File: config.mk
export PLATFORM = sky130hd
export DESIGN_NAME = virtio_mmio_transport_regs
export DESIGN_NICKNAME = d
export VERILOG_FILES = /design/src/sv/vmmio_pkg.sv /design/src/sv/vmmio_cfg_mem.sv /design/src/sv/virtio_mmio_transport_regs.sv
export SDC_FILE = /design/constraint.sdc
export NUM_CORES = 2
export LEC_CHECK = 0
export BUFFER_PORTS_ARGS = -buffer_cell sky130_fd_sc_hd__buf_4
export CAP_MARGIN = 40
export CORE_MARGIN = 5
export CORE_UTILIZATION = 60
export DETAILED_ROUTE_END_ITERATION = 16
export GPL_TIMING_DRIVEN = 0
export PLACE_DENSITY = 0.75
export SYNTH_ARGS = -nofsm -noshare
export SYNTH_HDL_FRONTEND = slang
export SYNTH_SLANG_ARGS = --single-unit
File: constraint.sdc
create_clock -name clk -period 5.3 [get_ports clk]
set_input_delay 1.06 -clock clk [delete_from_list [all_inputs] [get_ports clk]]
set_output_delay 1.06 -clock clk [all_outputs]
set_load 0.03 [all_outputs]
File: src/sv/vmmio_pkg.sv
package vmmio_pkg;

  localparam int QUEUE_COUNT_DEF  = 2;
  localparam int CONFIG_BYTES_DEF = 64;

  typedef enum logic [1:0] {
    MODE_READ       = 2'd0,
    MODE_WRITE      = 2'd1,
    MODE_USED_EVENT = 2'd2,
    MODE_CFG_LOAD   = 2'd3
  } mode_t;

  typedef enum logic [1:0] {
    CFG_DEVICE_FEATURES = 2'd0,
    CFG_DEVICE_TYPE     = 2'd1,
    CFG_VENDOR_CODE     = 2'd2,
    CFG_QUEUE_SIZE_MAX  = 2'd3
  } cfg_reg_t;

  typedef enum logic [1:0] {
    PAGE_LOW  = 2'd0,
    PAGE_HIGH = 2'd1,
    PAGE_NONE = 2'd2
  } feat_page_t;

  // register window offsets
  localparam logic [8:0] OFF_MAGIC         = 9'h000;
  localparam logic [8:0] OFF_VERSION       = 9'h004;
  localparam logic [8:0] OFF_DEVICE_ID     = 9'h008;
  localparam logic [8:0] OFF_VENDOR_ID     = 9'h00C;
  localparam logic [8:0] OFF_DEV_FEATURES  = 9'h010;
  localparam logic [8:0] OFF_DEV_FEAT_SEL  = 9'h014;
  localparam logic [8:0] OFF_QUEUE_SEL     = 9'h030;
  localparam logic [8:0] OFF_QUEUE_NUM_MAX = 9'h034;
  localparam logic [8:0] OFF_QUEUE_READY   = 9'h044;
  localparam logic [8:0] OFF_QUEUE_NOTIFY  = 9'h050;
  localparam logic [8:0] OFF_INT_STATUS    = 9'h060;
  localparam logic [8:0] OFF_INT_ACK       = 9'h064;
  localparam logic [8:0] OFF_STATUS        = 9'h070;
  localparam logic [8:0] OFF_SHM_LEN_LO    = 9'h0B0;
  localparam logic [8:0] OFF_SHM_LEN_HI    = 9'h0B4;
  localparam logic [8:0] OFF_SHM_BASE_LO   = 9'h0B8;
  localparam logic [8:0] OFF_SHM_BASE_HI   = 9'h0BC;
  localparam logic [8:0] OFF_CONFIG_GEN    = 9'h0FC;

  localparam logic [31:0] MAGIC_WORD    = 32'h7472_6976;
  localparam logic [31:0] MMIO_VERSION  = 32'd2;
  localparam logic [31:0] ALL_ONES      = 32'hFFFF_FFFF;
  localparam int          DRIVER_OK_BIT = 2;

  localparam logic [63:0] DEVICE_FEATURES_RST = 64'h0000_0001_0000_0000;
  localparam logic [7:0]  DEVICE_TYPE_RST     = 8'd26;
  localparam logic [31:0] VENDOR_CODE_RST     = 32'd0;
  localparam logic [15:0] QUEUE_SIZE_MAX_RST  = 16'd1024;

  typedef struct packed {
    logic       rd_en;
    logic [7:0] rd_idx;
    logic       wr_en;
    logic [7:0] wr_idx;
    logic [7:0] wr_byte;
  } cfgmem_req_t;

endpackage

File: src/sv/vmmio_cfg_mem.sv
module vmmio_cfg_mem #(
  parameter int CONFIG_BYTES = vmmio_pkg::CONFIG_BYTES_DEF
) (
  input  logic                   clk,
  input  logic                   rst_n,
  input  vmmio_pkg::cfgmem_req_t req,
  output logic [31:0]            rd_word
);
  import vmmio_pkg::*;

  localparam int ROWS = (CONFIG_BYTES + 3) / 4;
  localparam int RW   = (ROWS > 1) ? $clog2(ROWS) : 1;

  logic [3:0][7:0] bank_rd;
  logic [3:0]      bank_hit;
  logic [1:0]      lane0_r;

  // four byte banks so an unaligned word read touches each bank once
  for (genvar k = 0; k < 4; k++) begin : g_bank
    logic [8:0]    idx;
    logic          in_rng;
    logic [RW-1:0] rd_row;
    logic [RW-1:0] wr_row;
    logic          wr_sel;
    logic [7:0]    bank_mem_r [ROWS];
    logic [ROWS-1:0] vld_r;
    logic [7:0]    data_r;
    logic          hit_r;

    assign idx    = {1'b0, req.rd_idx} + {7'd0, 2'(2'(k) - req.rd_idx[1:0])};
    assign in_rng = idx < 9'(CONFIG_BYTES);
    assign rd_row = in_rng ? idx[RW+1:2] : '0;
    assign wr_row = req.wr_idx[RW+1:2];
    assign wr_sel = req.wr_en && (req.wr_idx[1:0] == 2'(k));

    always_ff @(posedge clk) begin
      if (wr_sel) begin
        bank_mem_r[wr_row] <= req.wr_byte;
      end
      if (req.rd_en) begin
        data_r <= bank_mem_r[rd_row];
        hit_r  <= in_rng && vld_r[rd_row];
      end
    end

    // never-loaded bytes read as zero
    always_ff @(posedge clk) begin
      if (!rst_n) begin
        vld_r <= '0;
      end else if (wr_sel) begin
        vld_r[wr_row] <= 1'b1;
      end
    end

    assign bank_rd[k]  = data_r;
    assign bank_hit[k] = hit_r;
  end

  always_ff @(posedge clk) begin
    if (req.rd_en) begin
      lane0_r <= req.rd_idx[1:0];
    end
  end

  always_comb begin
    logic [1:0] b;
    rd_word = '0;
    for (int i = 0; i < 4; i++) begin
      b = 2'(lane0_r + 2'(i));
      rd_word[8*i +: 8] = bank_hit[b] ? bank_rd[b] : 8'h00;
    end
  end

endmodule

File: src/sv/virtio_mmio_transport_regs.sv
// virtio-mmio v2 transport register window, device side
// the accepted word passes through the input register, then the result register
// throughput: one word per cycle while out_stall does not hold the result; the config-space read is one
// registered bank read issued when the word is accepted, so it lands alongside the input register
// reset: rst_n synchronous active low; clears status, queue state and valid bits,
// loads the default identity and feature registers; no clearing pass is needed
module virtio_mmio_transport_regs #(
  parameter int QUEUE_COUNT  = vmmio_pkg::QUEUE_COUNT_DEF,
  parameter int CONFIG_BYTES = vmmio_pkg::CONFIG_BYTES_DEF
) (
  input  logic        clk,
  input  logic        rst_n,
  input  logic        in_valid,
  output logic        in_stall,
  input  logic [1:0]  in_mode,
  input  logic [8:0]  in_offset,
  input  logic [2:0]  in_access_size,
  input  logic [31:0] in_write_data,
  output logic        out_valid,
  input  logic        out_stall,
  output logic [31:0] out_read_data,
  output logic        out_irq_line,
  output logic        out_notify_valid,
  output logic [3:0]  out_notify_queue,
  output logic        out_driver_ok_event,
  input  logic        cfg_valid,
  output logic        cfg_ready,
  input  logic [1:0]  cfg_index,
  input  logic [63:0] cfg_data
);
  import vmmio_pkg::*;

  localparam int QW = (QUEUE_COUNT > 1) ? $clog2(QUEUE_COUNT) : 1;

  logic [63:0] dev_features_r;
  logic [7:0]  dev_type_r;
  logic [31:0] vendor_r;
  logic [15:0] qsize_max_r;

  logic        in_accept;
  logic        s1_adv;
  logic        s1_valid_r;
  mode_t       s1_mode_r;
  logic [8:0]  s1_off_r;
  logic [2:0]  s1_size_r;
  logic [31:0] s1_data_r;

  feat_page_t  feat_page_r, feat_page_nxt;
  logic        sel_ok_r, sel_ok_nxt;
  logic [QW-1:0] sel_idx_r, sel_idx_nxt;
  logic [31:0] queue_ready_r   [QUEUE_COUNT];
  logic [31:0] queue_ready_nxt [QUEUE_COUNT];
  logic        isr_r, isr_nxt;
  logic [31:0] dev_status_r, dev_status_nxt;
  logic        irq_r, irq_nxt;

  logic        out_valid_r;
  logic [31:0] out_read_data_r;
  logic        out_irq_r;
  logic        out_notify_valid_r;
  logic [3:0]  out_notify_queue_r;
  logic        out_dok_r;

  logic [31:0] mask;
  logic [31:0] val;
  logic [31:0] rd_raw;
  logic        cfg_hit;
  logic [31:0] cfg_word;
  logic        nvalid;
  logic [3:0]  nqueue;
  logic        dok;
  cfgmem_req_t mem_req;

  // configuration port; the user must write it only while idle, the block itself does not enforce this
  assign cfg_ready = 1'b1;

  always_ff @(posedge clk) begin
    if (!rst_n) begin
      dev_features_r <= DEVICE_FEATURES_RST;
      dev_type_r     <= DEVICE_TYPE_RST;
      vendor_r       <= VENDOR_CODE_RST;
      qsize_max_r    <= QUEUE_SIZE_MAX_RST;
    end else if (cfg_valid && cfg_ready) begin
      case (cfg_reg_t'(cfg_index))
        CFG_DEVICE_FEATURES: dev_features_r <= cfg_data;
        CFG_DEVICE_TYPE:     dev_type_r     <= cfg_data[7:0];
        CFG_VENDOR_CODE:     vendor_r       <= cfg_data[31:0];
        CFG_QUEUE_SIZE_MAX:  qsize_max_r    <= cfg_data[15:0];
        default: ;
      endcase
    end
  end

  // handshake
  assign in_accept = in_valid && !in_stall;
  assign s1_adv    = s1_valid_r && (!out_valid_r || !out_stall);
  assign in_stall  = s1_valid_r && !s1_adv;

  always_ff @(posedge clk) begin
    if (!rst_n) begin
      s1_valid_r <= 1'b0;
    end else if (in_accept) begin
      s1_valid_r <= 1'b1;
    end else if (s1_adv) begin
      s1_valid_r <= 1'b0;
    end
  end

  always_ff @(posedge clk) begin
    if (in_accept) begin
      s1_mode_r <= mode_t'(in_mode);
      s1_off_r  <= in_offset;
      s1_size_r <= in_access_size;
      s1_data_r <= in_write_data;
    end
  end

  // config space: loads and reads go to the banks as words are accepted
  always_comb begin
    mem_req.rd_en   = in_accept && (mode_t'(in_mode) == MODE_READ);
    mem_req.rd_idx  = in_offset[7:0];
    mem_req.wr_en   = in_accept && (mode_t'(in_mode) == MODE_CFG_LOAD)
                      && (in_offset < 9'(CONFIG_BYTES));
    mem_req.wr_idx  = in_offset[7:0];
    mem_req.wr_byte = in_write_data[7:0];
  end

  vmmio_cfg_mem #(
    .CONFIG_BYTES(CONFIG_BYTES)
  ) u_cfg_mem (
    .clk     (clk),
    .rst_n   (rst_n),
    .req     (mem_req),
    .rd_word (cfg_word)
  );

  always_comb begin
    case (s1_size_r)
      3'd0:    mask = 32'h0000_0000;
      3'd1:    mask = 32'h0000_00FF;
      3'd2:    mask = 32'h0000_FFFF;
      3'd3:    mask = 32'h00FF_FFFF;
      default: mask = ALL_ONES;
    endcase
  end

  assign val     = s1_data_r & mask;
  assign cfg_hit = s1_off_r[8] && ({1'b0, s1_off_r[7:0]} < 9'(CONFIG_BYTES));

  // read decode
  always_comb begin
    case (s1_off_r)
      OFF_MAGIC:         rd_raw = MAGIC_WORD;
      OFF_VERSION:       rd_raw = MMIO_VERSION;
      OFF_DEVICE_ID:     rd_raw = {24'd0, dev_type_r};
      OFF_VENDOR_ID:     rd_raw = vendor_r;
      OFF_DEV_FEATURES: begin
        case (feat_page_r)
          PAGE_LOW:  rd_raw = dev_features_r[31:0];
          PAGE_HIGH: rd_raw = dev_features_r[63:32];
          default:   rd_raw = '0;
        endcase
      end
      OFF_QUEUE_NUM_MAX: rd_raw = {16'd0, qsize_max_r};
      OFF_QUEUE_READY:   rd_raw = sel_ok_r ? queue_ready_r[sel_idx_r] : '0;
      OFF_INT_STATUS:    rd_raw = {31'd0, isr_r};
      OFF_STATUS:        rd_raw = dev_status_r;
      OFF_CONFIG_GEN:    rd_raw = '0;
      OFF_SHM_LEN_LO, OFF_SHM_LEN_HI, OFF_SHM_BASE_LO, OFF_SHM_BASE_HI: rd_raw = ALL_ONES;
      default:           rd_raw = cfg_hit ? cfg_word : '0;
    endcase
  end

  // state update; queue sizes, ring addresses, driver features and the
  // shared memory select have no reader in this window and are not kept
  always_comb begin
    feat_page_nxt  = feat_page_r;
    sel_ok_nxt     = sel_ok_r;
    sel_idx_nxt    = sel_idx_r;
    isr_nxt        = isr_r;
    dev_status_nxt = dev_status_r;
    irq_nxt        = irq_r;
    nvalid         = 1'b0;
    nqueue         = '0;
    dok            = 1'b0;
    for (int q = 0; q < QUEUE_COUNT; q++) begin
      queue_ready_nxt[q] = queue_ready_r[q];
    end
    if (s1_adv) begin
      case (s1_mode_r)
        MODE_WRITE: begin
          case (s1_off_r)
            OFF_DEV_FEAT_SEL: begin
              if (val == 32'd0) begin
                feat_page_nxt = PAGE_LOW;
              end else if (val == 32'd1) begin
                feat_page_nxt = PAGE_HIGH;
              end else begin
                feat_page_nxt = PAGE_NONE;
              end
            end
            OFF_QUEUE_SEL: begin
              sel_ok_nxt  = val < 32'(QUEUE_COUNT);
              sel_idx_nxt = (val < 32'(QUEUE_COUNT)) ? val[QW-1:0] : '0;
            end
            OFF_QUEUE_READY: begin
              if (sel_ok_r) begin
                queue_ready_nxt[sel_idx_r] = val;
              end
            end
            OFF_QUEUE_NOTIFY: begin
              if (val < 32'(QUEUE_COUNT)) begin
                nvalid = 1'b1;
                nqueue = val[3:0];
              end
            end
            OFF_INT_ACK: begin
              isr_nxt = isr_r & ~val[0];
              if (!isr_nxt) begin
                irq_nxt = 1'b0;
              end
            end
            OFF_STATUS: begin
              dev_status_nxt = val;
              if (val == 32'd0) begin
                isr_nxt = 1'b0;
                for (int q = 0; q < QUEUE_COUNT; q++) begin
                  queue_ready_nxt[q] = '0;
                end
              end
              dok = val[DRIVER_OK_BIT] && !dev_status_r[DRIVER_OK_BIT];
            end
            default: ;
          endcase
        end
        MODE_USED_EVENT: begin
          isr_nxt = 1'b1;
          irq_nxt = 1'b1;
        end
        default: ;
      endcase
    end
  end

  always_ff @(posedge clk) begin
    if (!rst_n) begin
      feat_page_r  <= PAGE_LOW;
      sel_ok_r     <= (QUEUE_COUNT > 0);
      sel_idx_r    <= '0;
      isr_r        <= 1'b0;
      dev_status_r <= '0;
      irq_r        <= 1'b0;
      for (int q = 0; q < QUEUE_COUNT; q++) begin
        queue_ready_r[q] <= '0;
      end
    end else begin
      feat_page_r  <= feat_page_nxt;
      sel_ok_r     <= sel_ok_nxt;
      sel_idx_r    <= sel_idx_nxt;
      isr_r        <= isr_nxt;
      dev_status_r <= dev_status_nxt;
      irq_r        <= irq_nxt;
      for (int q = 0; q < QUEUE_COUNT; q++) begin
        queue_ready_r[q] <= queue_ready_nxt[q];
      end
    end
  end

  // result register
  always_ff @(posedge clk) begin
    if (!rst_n) begin
      out_valid_r <= 1'b0;
    end else if (s1_adv) begin
      out_valid_r <= 1'b1;
    end else if (!out_stall) begin
      out_valid_r <= 1'b0;
    end
  end

  always_ff @(posedge clk) begin
    if (s1_adv) begin
      out_read_data_r    <= (s1_mode_r == MODE_READ) ? (rd_raw & mask) : '0;
      out_irq_r          <= irq_nxt;
      out_notify_valid_r <= nvalid;
      out_notify_queue_r <= nqueue;
      out_dok_r          <= dok;
    end
  end

  assign out_valid           = out_valid_r;
  assign out_read_data       = out_read_data_r;
  assign out_irq_line        = out_irq_r;
  assign out_notify_valid    = out_notify_valid_r;
  assign out_notify_queue    = out_notify_queue_r;
  assign out_driver_ok_event = out_dok_r;

  a_stall_needs_word: assert property (@(posedge clk) disable iff (!rst_n)
    in_stall |-> s1_valid_r && out_valid_r && out_stall)
    else $error("input stalled without a blocked word in flight");

  a_notify_queue_zero: assert property (@(posedge clk) disable iff (!rst_n)
    out_valid_r && !out_notify_valid_r |-> out_notify_queue_r == 4'd0)
    else $error("notify queue set without notify");

  a_driver_ok_status: assert property (@(posedge clk) disable iff (!rst_n)
    s1_adv && dok |=> dev_status_r[DRIVER_OK_BIT])
    else $error("driver ok event without status bit");

  a_used_event_irq: assert property (@(posedge clk) disable iff (!rst_n)
    s1_adv && (s1_mode_r == MODE_USED_EVENT) |=> irq_r && isr_r && out_irq_r)
    else $error("used buffer event did not raise the line");

endmodule
# Word-level counts from Yosys, hierarchy flattened

Memory sizes are Yosys's and may differ from the RTL's. A register that Yosys moved wholly into a read port is not among the register bits.
Index checks and enable logic that the tools add are counted.

Flip-flop bits (word level): 315
Bits in writable memories: 576
Memories kept: 5

Add/sub/neg operators: 11
Magnitude comparators: 19
Eq/ne operators: 34
Mux-type cells: 76
Bitwise logic cells: 11
Reductions and logical operators: 46

Memory list:

| memory                         | words | width | rd ports | clocked after Yosys merged registers in | write ports | RTL line                         | text |
|---|---|---|---|---|---|---|---|
| u_cfg_mem.g_bank[0].bank_mem_r | 16    | 8     | 1        | 1                                       | 1           | vmmio_cfg_mem.sv:25              | `logic [7:0] bank_mem_r [ROWS];` |
| u_cfg_mem.g_bank[1].bank_mem_r | 16    | 8     | 1        | 1                                       | 1           | vmmio_cfg_mem.sv:25              |  |
| u_cfg_mem.g_bank[2].bank_mem_r | 16    | 8     | 1        | 1                                       | 1           | vmmio_cfg_mem.sv:25              |  |
| u_cfg_mem.g_bank[3].bank_mem_r | 16    | 8     | 1        | 1                                       | 1           | vmmio_cfg_mem.sv:25              |  |
| queue_ready_r                  | 2     | 32    | 3        | 1                                       | 2           | virtio_mmio_transport_regs.sv:51 | `logic [31:0] queue_ready_r [QUEUE_COUNT];` |

Operator list:

| operator                                                     | number |
|---|---|
| case mux 32 bit (11 select lines)                            | 1 |
| two-way mux 64 bit                                           | 4 |
| two-way mux 32 bit                                           | 5 |
| case mux 32 bit (4 select lines)                             | 1 |
| case mux 64 bit (2 select lines)                             | 1 |
| bitwise AND 32 bit                                           | 2 |
| binary-select mux 8 bit (select 2 bit)                       | 4 |
| bitwise mux 64 bit                                           | 1 |
| two-way mux 8 bit                                            | 8 |
| bitwise OR 16 bit                                            | 4 |
| case mux 32 bit (2 select lines)                             | 1 |
| == test 9 x 7 -> 1 bit (second input constant)               | 5 |
| == test 9 x 8 -> 1 bit (second input constant)               | 5 |
| less-than comparator 9 x 7 -> 1 bit (second input constant)  | 5 |
| adder 8 x 2 -> 9 bit                                         | 4 |
| demux 32 bit (select 1 bit)                                  | 1 |
| == test 32 x 1 -> 1 bit (second input constant)              | 1 |
| zero test 32 bit                                             | 1 |
| less-than comparator 32 x 2 -> 1 bit (second input constant) | 1 |
| two-way mux 1 bit                                            | 31 |
| less-than comparator 4 x 5 -> 1 bit (second input constant)  | 5 |
| == test 9 x 4 -> 1 bit (second input constant)               | 2 |
| == test 9 x 5 -> 1 bit (second input constant)               | 2 |
| == test 9 x 6 -> 1 bit (second input constant)               | 2 |
| other kinds (38)                                             | 100 |

# Longest topological paths before layout

Word-level depth: 12
Depth in mapped cells: 12
Depth with buffers taken out: 9

# Hierarchy

Synthesis repeated with hierarchy kept, for this count alone.

Cell total of the unflattened synthesis: 3172
Area, all modules: 39208.9 um^2

By module, submodules not included:

| module                     | instances | cells each | area each (um^2) | seq. area each (um^2) |
|---|---|---|---|---|
| vmmio_cfg_mem              | 1         | 1890       | 26595.5          | 17797.1 |
| virtio_mmio_transport_regs | 1         | 1282       | 12613.3          | 7056.8 |

# Least setup slack after synthesis

No wires, ideal clock.

Path kind: input to register
From: in out_stall
To: reg u_cfg_mem.g_bank[0].data_r[0], read port of u_cfg_mem.g_bank[0].bank_mem_r (enable)
Data arrival time: 4.178 ns
Setup slack: 0.641 ns
Cell stages on the path: 3
Cell sequence: and3_1 > nand2b_1 > nor3_1

RTL lines:

| element            | RTL line                         | text |
|---|---|---|
| start: declaration | virtio_mmio_transport_regs.sv:20 | `input logic out_stall,` |
| end: declaration   | vmmio_cfg_mem.sv:27              | `logic [7:0] data_r;` |

# Final worst setup path

From: in in_offset[0]
To: reg u_cfg_mem.g_bank[2].data_r[2], read port of u_cfg_mem.g_bank[2].bank_mem_r (data pin)

Longest elaborated chain between the ends: 4

RTL lines:

| element                             | RTL line                         | text |
|---|---|---|
| start: declaration                  | virtio_mmio_transport_regs.sv:16 | `input logic [8:0] in_offset,` |
| subtractor 2 bit                    | vmmio_cfg_mem.sv:30              | `assign idx = {1'b0, req.rd_idx} + {7'd0, 2'(2'(k) - req.rd_idx[1:0])};` |
| adder 8 x 2 -> 9 bit (*)            | vmmio_cfg_mem.sv:30              |  |
| less-than comparator 9 x 7 -> 1 bit | vmmio_cfg_mem.sv:31              | `assign in_rng = idx < 9'(CONFIG_BYTES);` |
| two-way mux 4 bit (*)               | vmmio_cfg_mem.sv:32              | `assign rd_row = in_rng ? idx[RW+1:2] : '0;` |
| end: declaration                    | vmmio_cfg_mem.sv:27              |  |

Every way passes the cells marked *; elsewhere a longest branch is shown, timed or not.
A chain may end at the register's enable or synchronous reset.

==> results_dict.tcl <==
set metrics [dict create \
    cts_sinks 924 \
    vias 26900 \
    viasPerCell 6.36 \
    insertion_delay_ns 0.65 \
    skew_ns 0.0234 \
    netlist_area_mm2 0.0382 \
    critPathArrivalTime_ns 4.08 \
    die_y_um 262 \
    cts_setup_buffers 0 \
    post-route-drc-count 0 \
    drtAntennaViolNets 0 \
    synth.most_common_cell "edfxtp_1" \
    grt_overflow 0 \
    slew_headroom_pct 32.9 \
    antenna_found_initial 2 \
    drive_gt1_share_pct 14.9 \
    slowest_stage "or4_1" \
    grt_pass1_wl_um 163000 \
    fp.dieArea_mm2 0.0689 \
    nFillCells 4491 \
    h-tree-depth 3 \
    fmax_mhz 267 \
    synthDistinctLibCells 85 \
    synth.top_cell.area_share_pct 49.9 \
    path_class "primary input to flip-flop" \
    postCtsHoldBufs 0 \
    tightest_slew_ns 0.997 \
    routed_wl_um 111000 \
    synth_edf_count 635 \
    worstPathRequired_ns 5.63 \
    critPathCaptureType "flip-flop" \
    hold_slack_ns 0.460 \
    p_leak_nw 14.8 \
    crit_fanout 10 \
    port_buffers 157 \
    ys_top_cells_by_area "edfxtp_1 50%, dfxtp_1 15%, nand2_1 5.7%, mux2i_1 4.1%, a21boi_0 2.8%" \
    ios 159 \
    crit_path_start_kind "primary input" \
    syn_avg_cell_area_um2 12.6 \
    place_hpwl_um 78000 \
    layout_worst_path_cycle_share_pct 70.7 \
    start_util_pct 60.6 \
    cts_root_buf "clkbuf_16" \
    grt_pass1_vias 26300 \
    seq_area_frac_synth_pct 65.0 \
    core.rowCount 92 \
    multi_input_area_mm2 0.0125 \
    first_pass_iters 6 \
    status "complete, no violations" \
    die_x_um 262 \
    cts_resized 0 \
    report.final.hold_viol_count 0 \
    wire_per_inst_um 26.1 \
    synth_seq_cells 924 \
    ys_async_sr_fraction_pct 0 \
    yosysWarnings 0 \
    gp_congestion 0.993 \
    cts_tree "built" \
    maxCapViolCount 0 \
    finalNetCount 3438 \
    finish.utilization_pct 69.4 \
    grt_usage_pct 31.0 \
    area_delta_synth_final_pct 14.5 \
    coreArea_mm2 0.0631 \
    yosys_most_used_dff "edfxtp_1" \
    min_period_ns 3.74 \
    rsz0062_at_grt "false" \
    cts_buffer_depth 3 \
    slowest_delay_ns 0.45 \
    hold_class "flip-flop to flip-flop" \
    synthCells 3027 \
    numCtsBuffers 91 \
    crit_chain "buf_4, inv_1, ha_1, xnor2_1, a21oi_1, or4_1, a31oi_2, buf_2, mux4_2, nand2_1, nand4_1" \
    p_per_area_mw_per_mm2 351 \
    path_clk_slew_ns 0.06 \
    vdd_ir_drop_max_uv 310 \
    grt_max_degree 66 \
    slew_viol_final 0 \
    finalSetupViolations 0 \
    synth_commonest_cells "635 x edfxtp_1, 578 x nand2_1, 289 x dfxtp_1" \
    register_area_mm2 0.0249 \
    initialDrtViolationCount 3253 \
    synth_top_cell_by_area "edfxtp_1" \
    tns_ns 0 \
    antenna_cells 0 \
]
==> routing by layer <==
layer  up-vias  track usage [%]  wire (µm)
li1      11900                -          -
met1     13200             39.5      41600
met2      1450             51.9      53700
met3       325             5.16       8310
met4         4             15.5       6860
met5         -                0         36
==> final cells by class <==
type / count / area share, %
Buffer: 197 / 1.87
Clock buffer: 121 / 5.81
Clock inverter: 51 / 1.11
Inverter: 10 / 0.0858
Multi-Input combinational cell: 1898 / 28.6
Sequential cell: 924 / 56.8
Tap cell: 846 / 2.42
Timing Repair Buffer: 188 / 3.29
==> flip-flops by register name, indices dropped and copies added (netlist names), 2 cells and up, named ones only <==
| signal | cells |
|---|---|
| feat_page_r | 2 |
| u_cfg_mem.g_bank.hit_r | 4 |
| u_cfg_mem.lane0_r | 2 |
| s1_off_r | 9 |
| out_notify_queue | 4 |
| dev_type_r | 8 |
| qsize_max_r | 16 |
| dev_status_r | 32 |
| u_cfg_mem.g_bank.bank_mem_r | 512 |
| queue_ready_r | 64 |
| s1_data_r | 32 |
| s1_mode_r | 2 |
| u_cfg_mem.g_bank.data_r | 32 |
| out_read_data | 32 |
| dev_features_r | 64 |
| s1_size_r | 3 |
| u_cfg_mem.g_bank.vld_r | 64 |
| vendor_r | 32 |
==> power by group <==
part / switching, W / internal [W] / leakage, nW
Clock: 0.00274 / 0.00378 / 1.49
Sequential: 0.0000634 / 0.00779 / 8.09
Combinational: 0.000655 / 0.000325 / 5.22
Total: 0.00345 / 0.0119 / 14.8
==> critical path: cells and delay by family <==
family,cells,cell delay (ns)
AO/OA/AOI/OAI,2,0.56
XOR/XNOR,1,0.34
adder cells (fa/ha/maj),1,0.36
buffers and inverters,3,0.66
multiplexers,1,0.41
AND/OR/NAND/NOR,3,0.68
==> placed cells by master (no fill, tap or decap), types with 14 or more instances in the layout <==
cell type	count
edfxtp_1	635
nand2_1	578
dfxtp_1	289
buf_4	181
mux2i_1	158
clkbuf_1	145
a21boi_0	144
nor2_1	110
nand3_1	109
clkbuf_16	94
a21oi_1	77
o21a_1	68
buf_2	54
o21ai_0	54
a22o_1	50
mux4_2	46
mux2_2	38
a221oi_1	38
o211ai_1	37
o22ai_1	37
a31oi_1	28
a211oi_1	26
nor2b_1	24
and2_1	22
a32oi_1	21
clkinv_2	18
buf_1	16
a22oi_1	15
clkinv_1	15
a32o_1	14
==> final timing paths <==
kind,slack [ns],start,cells past startpoint,endpoint
max reg2reg,1.78,s1_off_r[4]$_DFFE_PP_,8,out_read_data[4]$_SDFFCE_PP0P_
max,1.56,in_offset[0],11,u_cfg_mem.g_bank[2].data_r[2]$_DFFE_PP_
min reg2reg,0.46,dev_features_r[8]$_SDFFE_PN0P_,2,dev_features_r[8]$_SDFFE_PN0P_
min,0.46,dev_features_r[8]$_SDFFE_PN0P_,2,dev_features_r[8]$_SDFFE_PN0P_
==> through the flow <==
stage / cell area [µm²] / total power [W] / std cells / worst slack, ns
final: 43800 / 0.0153 / 4235 / 1.56
after global routing: 43800 / 0.0158 / 4235 / 1.35
after CTS: 43700 / 0.0154 / 4232 / 1.58
after detailed placement: 40700 / 0.00897 / 4060 / 0.944
after global placement: 40500 / 0.00894 / 4032 / -0.270
after floorplan: 38200 / 0.00851 / 3029 / 0.641
==> cell families after synthesis <==
kind of cell,after synthesis,share of synthesized area (%)
adders and majority gates,11,0.360
xor gates and xnor gates,11,0.272
muxes,254,8.32
AOI/OAI and AO/OA,693,13.3
DFF,924,65.0
other,2,0.0196
and+or+nand+nor,925,10.5
buffers and inverters,207,2.24
(Power assumes the default switching activity.)
